==> config.mk <==
export PLATFORM = sky130hd
export DESIGN_NAME = bmhq_ctrl
export DESIGN_NICKNAME = d
export VERILOG_FILES = /design/src/rtl/bmhq_pkg.sv /design/src/rtl/bmhq_ctrl.sv
export SDC_FILE = /design/constraint.sdc
export NUM_CORES = 1
export LEC_CHECK = 0
export BUFFER_PORTS_ARGS = -buffer_cell sky130_fd_sc_hd__buf_2
export CORE_AREA = 2 2 39 41
export CTS_CLUSTER_SIZE = 25
export DETAILED_ROUTE_END_ITERATION = 16
export DIE_AREA = 0 0 41 43
export PLACE_DENSITY = 0.69
export SETUP_SLACK_MARGIN = 0.02
export SLEW_MARGIN = 15
export SYNTH_ARGS = -nofsm -noshare
export SYNTH_HDL_FRONTEND = slang
export SYNTH_SLANG_ARGS = --single-unit
export TNS_END_PERCENT = 5
==> constraint.sdc <==
create_clock -name clk -period 1.9 [get_ports clk]
set_input_delay 0.285 -clock clk [delete_from_list [all_inputs] [get_ports clk]]
set_output_delay 0.285 -clock clk [all_outputs]
set_load 0.02 [all_outputs]
==> src/rtl/bmhq_pkg.sv <==
// Shared definitions for the binary min-heap queue: default sizes, opcodes,
// status codes and the command/status bundles between controller and datapath.
// No dependencies.
`default_nettype none

package bmhq_pkg;

  localparam int DEPTH_DEF = 64;
  localparam int KEY_W_DEF = 31;
  localparam int TAG_W_DEF = 16;

  // Capacity register is a fixed-width field.
  localparam int          CAP_W     = 7;
  localparam logic [6:0]  CAP_RESET = 7'd64;

  localparam logic OP_INSERT = 1'b0;
  localparam logic OP_REMOVE = 1'b1;

  typedef enum logic [1:0] {
    ST_OK    = 2'd0,
    ST_FULL  = 2'd1,
    ST_EMPTY = 2'd2
  } status_t;

  // Controller to datapath.
  typedef struct packed {
    logic    ins_start;    // latch new entry, pos <= count, count++
    logic    rem_start;    // read root and last entry, count--
    logic    ld_root;      // capture root as result, last entry as mover
    logic    rd_parent;    // read parent of pos
    logic    rd_children;  // read both children of pos
    logic    step_up;      // write parent at pos, move pos to parent
    logic    step_down;    // write chosen child at pos, move pos to child
    logic    place;        // write mover at pos
    logic    done;         // emit a result beat
    logic    done_entry;   // result carries the removed entry
    status_t done_status;
  } cmd_t;

  // Datapath to controller.
  typedef struct packed {
    logic full;
    logic empty;
    logic at_root;
    logic leaf;
    logic parent_less;
    logic child_greater;
  } stat_t;

endpackage

`default_nettype wire

==> src/rtl/bmhq_ctrl.sv <==
// Controller for the binary min-heap queue: sequences insert sift-up and
// remove sift-down over the datapath. Depends on bmhq_pkg.
`default_nettype none

module bmhq_ctrl (
  input  wire logic            clk,
  input  wire logic            rst,
  input  wire logic            start,
  input  wire logic            opcode,
  input  wire bmhq_pkg::stat_t stat,
  output bmhq_pkg::cmd_t       cmd,
  output logic                 busy
);

  typedef enum logic [5:0] {
    S_IDLE   = 6'b000001,
    S_UP_RD  = 6'b000010,
    S_UP_CMP = 6'b000100,
    S_DN_LD  = 6'b001000,
    S_DN_RD  = 6'b010000,
    S_DN_CMP = 6'b100000
  } state_t;

  state_t state;
  state_t state_next;

  always_ff @(posedge clk) begin
    if (rst) begin
      state <= S_IDLE;
    end else begin
      state <= state_next;
    end
  end

  always_comb begin
    state_next = state;
    cmd        = '0;
    case (state)
      S_IDLE: begin
        if (start) begin
          if (opcode == bmhq_pkg::OP_INSERT) begin
            if (stat.full) begin
              cmd.done        = 1'b1;
              cmd.done_status = bmhq_pkg::ST_FULL;
            end else begin
              cmd.ins_start = 1'b1;
              state_next    = S_UP_RD;
            end
          end else begin
            if (stat.empty) begin
              cmd.done        = 1'b1;
              cmd.done_status = bmhq_pkg::ST_EMPTY;
            end else begin
              cmd.rem_start = 1'b1;
              state_next    = S_DN_LD;
            end
          end
        end
      end
      S_UP_RD: begin
        if (stat.at_root) begin
          cmd.place  = 1'b1;
          cmd.done   = 1'b1;
          state_next = S_IDLE;
        end else begin
          cmd.rd_parent = 1'b1;
          state_next    = S_UP_CMP;
        end
      end
      S_UP_CMP: begin
        // equal keys keep rising
        if (stat.parent_less) begin
          cmd.place  = 1'b1;
          cmd.done   = 1'b1;
          state_next = S_IDLE;
        end else begin
          cmd.step_up = 1'b1;
          state_next  = S_UP_RD;
        end
      end
      S_DN_LD: begin
        cmd.ld_root = 1'b1;
        state_next  = S_DN_RD;
      end
      S_DN_RD: begin
        if (stat.leaf) begin
          cmd.place      = 1'b1;
          cmd.done       = 1'b1;
          cmd.done_entry = 1'b1;
          state_next     = S_IDLE;
        end else begin
          cmd.rd_children = 1'b1;
          state_next      = S_DN_CMP;
        end
      end
      S_DN_CMP: begin
        if (stat.child_greater) begin
          cmd.place      = 1'b1;
          cmd.done       = 1'b1;
          cmd.done_entry = 1'b1;
          state_next     = S_IDLE;
        end else begin
          cmd.step_down = 1'b1;
          state_next    = S_DN_RD;
        end
      end
      default: begin
        state_next = S_IDLE;
      end
    endcase
  end

  assign busy = (state != S_IDLE);

  a_done_to_idle: assert property (@(posedge clk) disable iff (rst)
    cmd.done |=> !busy)
    else $error("controller not idle after result beat");

  a_rem_busy: assert property (@(posedge clk) disable iff (rst)
    cmd.rem_start |=> (state == S_DN_LD))
    else $error("remove did not enter root load");

endmodule

`default_nettype wire

## Word-level counts from Yosys, hierarchy flattened

Cells that the tools add are included.

| operators by class | value |
|---|---|
| equal/unequal tests | 10 |
| muxes and demuxes | 40 |
| reduce and logical (&&, ||, !) cells | 1 |

Operators with widths:

| operator | number |
|---|---|
| case mux 6 bit (6 select lines) | 1 |
| two-way mux 6 bit | 5 |
| two-way mux 1 bit | 18 |
| two-way mux 2 bit | 9 |
| two-way mux 3 bit | 3 |
| == test 6 x 1 -> 1 bit (second input constant) | 1 |
| == test 6 x 2 -> 1 bit (second input constant) | 1 |
| == test 6 x 3 -> 1 bit (second input constant) | 1 |
| == test 6 x 4 -> 1 bit (second input constant) | 1 |
| == test 6 x 5 -> 1 bit (second input constant) | 1 |
| == test 6 bit (second input constant) | 1 |
| inequality test 3 bit (second input constant) | 2 |
| inequality test 6 x 1 -> 1 bit (second input constant) | 1 |
| two-way mux 5 bit | 1 |
| case mux 1 bit (5 select lines) | 1 |
| case mux 1 bit (4 select lines) | 1 |
| AND reduction 3 bit | 1 |
| inequality test 2 bit (second input constant) | 1 |
| case mux 1 bit (2 select lines) | 1 |

| storage, ports and cells | value |
|---|---|
| bits in registers | 6 |
| input bits | 10 |
| output and inout bits | 13 |
| word-level logic and storage cells | 52 |

## Depth between registers and ports, before layout

| logic depth | value |
|---|---|
| word-level depth | 4 |
| mapped depth | 5 |
| mapped depth without buffers | 5 |

## Worst setup path after synthesis

Ideal clock, no wire load.

| timing path | value |
|---|---|
| kind | register to output |
| start | reg state[1] |
| end | out cmd[11] (netlist bit) |
| data arrival time | 1750 ps |
| data required time | 1615 ps |
| setup slack | -135 ps |
| cell stages (with the launch flop) | 5 |
| buffers on the path | 0 |
| path through | dfxtp_1 -> or4_4 -> nor3b_4 -> nand2_1 -> nor3_1 |

RTL lines:

| element | line | source |
|---|---|---|
| start, declared | bmhq_ctrl.sv:24 | `state_t state;` |
| start signal, assigned | bmhq_ctrl.sv:31 | `state <= state_next;` |
| end, declared | bmhq_ctrl.sv:11 | `output bmhq_pkg::cmd_t cmd,` |

==> reports/results.tsv <==
stage	metric	value	unit
run_status	status	finished with violations	
run_status	failing checks	negative setup slack	
timing	Final Cycle Share	1.11	
clock_network	Max Root-Sink Buffers	2	
setup_path	critical path arrival	1.83	ns
finish	Largest regs	state (6)	
logic_synthesis	flop and latch count out of synthesis	6	
timing	endpoints failing hold	0	
clock_network	clock buffer count from CTS	3	
floorplan	Chip Width	41	µm
logic_synthesis	most common cell in the netlist	dfxtp_1	
placed_design	port bufs	22	
finish	largest reg by FF count	state	
logic_synthesis	synth top area cells	dfxtp_1 27%, nor3b_2 5.7%, or4_4 5.1%	
finish	multi-input logic area	344	µm²
finish	fill count	141	
hold_path	Hold Crit Depth	2	
logic_synthesis	Syn Area/Cell	8.78	µm²
setup_path	crit path max fanout	5	
power	Max VDD drop	0.000262	V
power	PD cells	592	nW/µm²
job	Max Cap Violations	0	
finish	diode count	0	
setup_path	Worst Reg-to-Reg Cells	6	
clock_network	clk slew on worst S/H paths	0.05	ns
detailed_routing	via count	512	
grt	first-pass GRT wire length	2130	µm
detailed_routing	vias per cell	5.33	
finish	register area	123	µm²
clock_network	Root Driver	clkbuf_4	
clock_network	H-tree lvl count	1	
floorplan	die height	43	µm
setup_path	startpoint types	flip-flop	
floorplan	Top Ports	23	
timing	Max Fclk	0.472	GHz
logic_synthesis	synthesized instance count	50	
placed_design	dpl ws	-0.00507	ns
power	PnR Total Power	0.417	mW
finish	share of post-route cells with drive strength above 1	0.625	
logic_synthesis	Mapped Nets	60	
finish	max FFs per register	6	
power	switching power share of the total	0.336	
placed_design	DP HPWL	908	µm
hold_path	Min-Delay Path Class	in2reg	
timing	Tmin final	2.12	ns
timing	clock skew	0.00179	ns
floorplan	Initial Util	0.317	
power	internal power	0.277	mW
floorplan	total core area	1380	µm²
timing	slew of the pin with the lowest slew margin	0.343	ns
power	combinational group share of total power	0.373	
detailed_routing	Pre-Repair DR Iteration Count	4	
logic_synthesis	synth warn	0	
finish	Area Overhead vs Synth	60.4	%
timing	Worst Slack Setup Final	-0.217	ns
power	part of the power in registers	0.333	
grt	vias in the first global route	507	
power	leakage	0.329	nW
timing	RSZ-0062 raised after global routing	yes	
placed_design	RePlAce Congestion	0.755	
setup_path	data required time of the worst path	1.62	ns
setup_path	crit end category	output port	
timing	Final Max Tran Viols	0	
logic_synthesis	Top FF cell, synth	dfxtp_1	
grt	largest net degree at the start of global routing	10	
detailed_routing	drt drc	0	
clock_network	worst skew pair latency	0.25	ns
grt	grt ovf	0	
logic_synthesis	Seq/Total Area, Yosys	0.274	
logic_synthesis	area leader, netlist	dfxtp_1	
timing	max_slew headroom	0.771	
clock_network	CTS tree	done	
logic_synthesis	area fraction of the dominant cell type after synthesis	0.274	
floorplan	die area	1760	µm²
setup_path	critical path type	reg2out	
grt	Total GRT Usage	0.179	
logic_synthesis	Post-synth EDFFs	0	
logic_synthesis	synth cell count leaders	6 x dfxtp_1, 4 x nor2_1, 4 x nor3_1	
finish	fin nets	92	
detailed_routing	Starting DRT DRC Count	9	
floorplan	Row Count	14	
logic_synthesis	Post-synth ARST share	0	
clock_network	CTS sink cnt	6	
detailed_routing	Post-Route WL	1360	µm
logic_synthesis	synth unique cells	30	
grt	initial antenna violation count	0	
detailed_routing	Detail Route Antenna Nets	0	
timing	final setup fails	11	
logic_synthesis	Mapped Area	439	µm²
power	NetSw	0.140	mW
detailed_routing	DR WL/cell	14.1	µm
power	power share of the clock group	0.294	
finish	Core Util, Final	0.509	
-- critical path, stage by stage, from the launching register on --
cell     delay [ns]
dfxtp_2        0.34
or4_4          0.56
nor3b_4        0.25
nand2_2        0.11
nor3b_2        0.16
buf_4          0.16
-- power groups by stage --
stage                     registers (mW)  logic (mW)  clock network (mW)
after floorplan                    0.142      0.0791                   0
after global placement             0.140       0.131                   0
after detailed placement           0.140       0.133                   0
after CTS                          0.138       0.152               0.126
after global routing               0.140       0.167               0.137
final                              0.139       0.156               0.123
-- layout by cell type (no fill, tap or decap), types with 2 or more instances in the layout --
master    synthesis  final
nand3b_1          2      2
inv_1             3      3
or4_4             2      2
nor2_1            4      4
buf_2             0     12
nor3b_4           1      2
dfxtp_1           6      4
clkbuf_4          0      3
and2_1            2      2
nand2_1           3      2
nor3_2            1      4
dfxtp_2           0      2
o21a_1            2      2
buf_4             1     15
-- routing by layer --
| metal | global-route usage | share of wire | vias up |
|---|---|---|---|
| met4 | 0.140 | 0.030 | 0 |
| li1 | - | - | 246 |
| met2 | 0.306 | 0.54 | 20 |
| met5 | 0 | 0 | - |
| met1 | 0.180 | 0.39 | 242 |
| met3 | 0.0157 | 0.043 | 4 |
-- cell families after synthesis --
logic type | count (synthesis) | synth area share
AOI/OAI and AO/OA | 9 | 0.157
buffers and inverters | 4 | 0.0427
DFF | 6 | 0.274
and+or+nand+nor | 29 | 0.484
muxes | 1 | 0.0228
xor gates and xnor gates | 1 | 0.0199
-- through the flow --
step / instances / instance area, µm² / setup TNS, ns / hold WS [ns]
CTS: 96 / 678 / -1.50 / 0.230
floorplan: 50 / 444 / -0.196 / 0.354
global placement: 92 / 604 / 0 / 0.485
finish: 96 / 704 / -1.53 / 0.229
detailed placement: 92 / 604 / -0.00507 / 0.488
global route: 96 / 704 / -2.50 / 0.222
-- layout make-up --
type | instances | area share
repair buffers | 28 | 0.261
multi-input cells | 40 | 0.488
clock buffers | 3 | 0.0320
flip-flops and latches | 6 | 0.174
well taps | 16 | 0.0284
inverters | 3 | 0.0160
-- repair_timing --
item	in CTS	in global routing
gates cloned	0	0
buffers inserted	1	0
resized for setup	13	8
setup endpoints to repair	12	13
hold buffers	0	0
pin swaps	1	1
-- final timing paths --
path                              start                    end  slack (ns)
setup / recovery  state[5]$_SDFFE_PP0P_                 cmd[0]       -0.22
hold / removal                      rst  state[3]$_SDFFE_PP0P_        0.23
setup reg to reg  state[5]$_SDFFE_PP0P_  state[5]$_SDFFE_PP0P_        0.15
hold reg to reg   state[5]$_SDFFE_PP0P_  state[4]$_SDFFE_PP0P_        0.66
(Power assumes the default switching activity.)
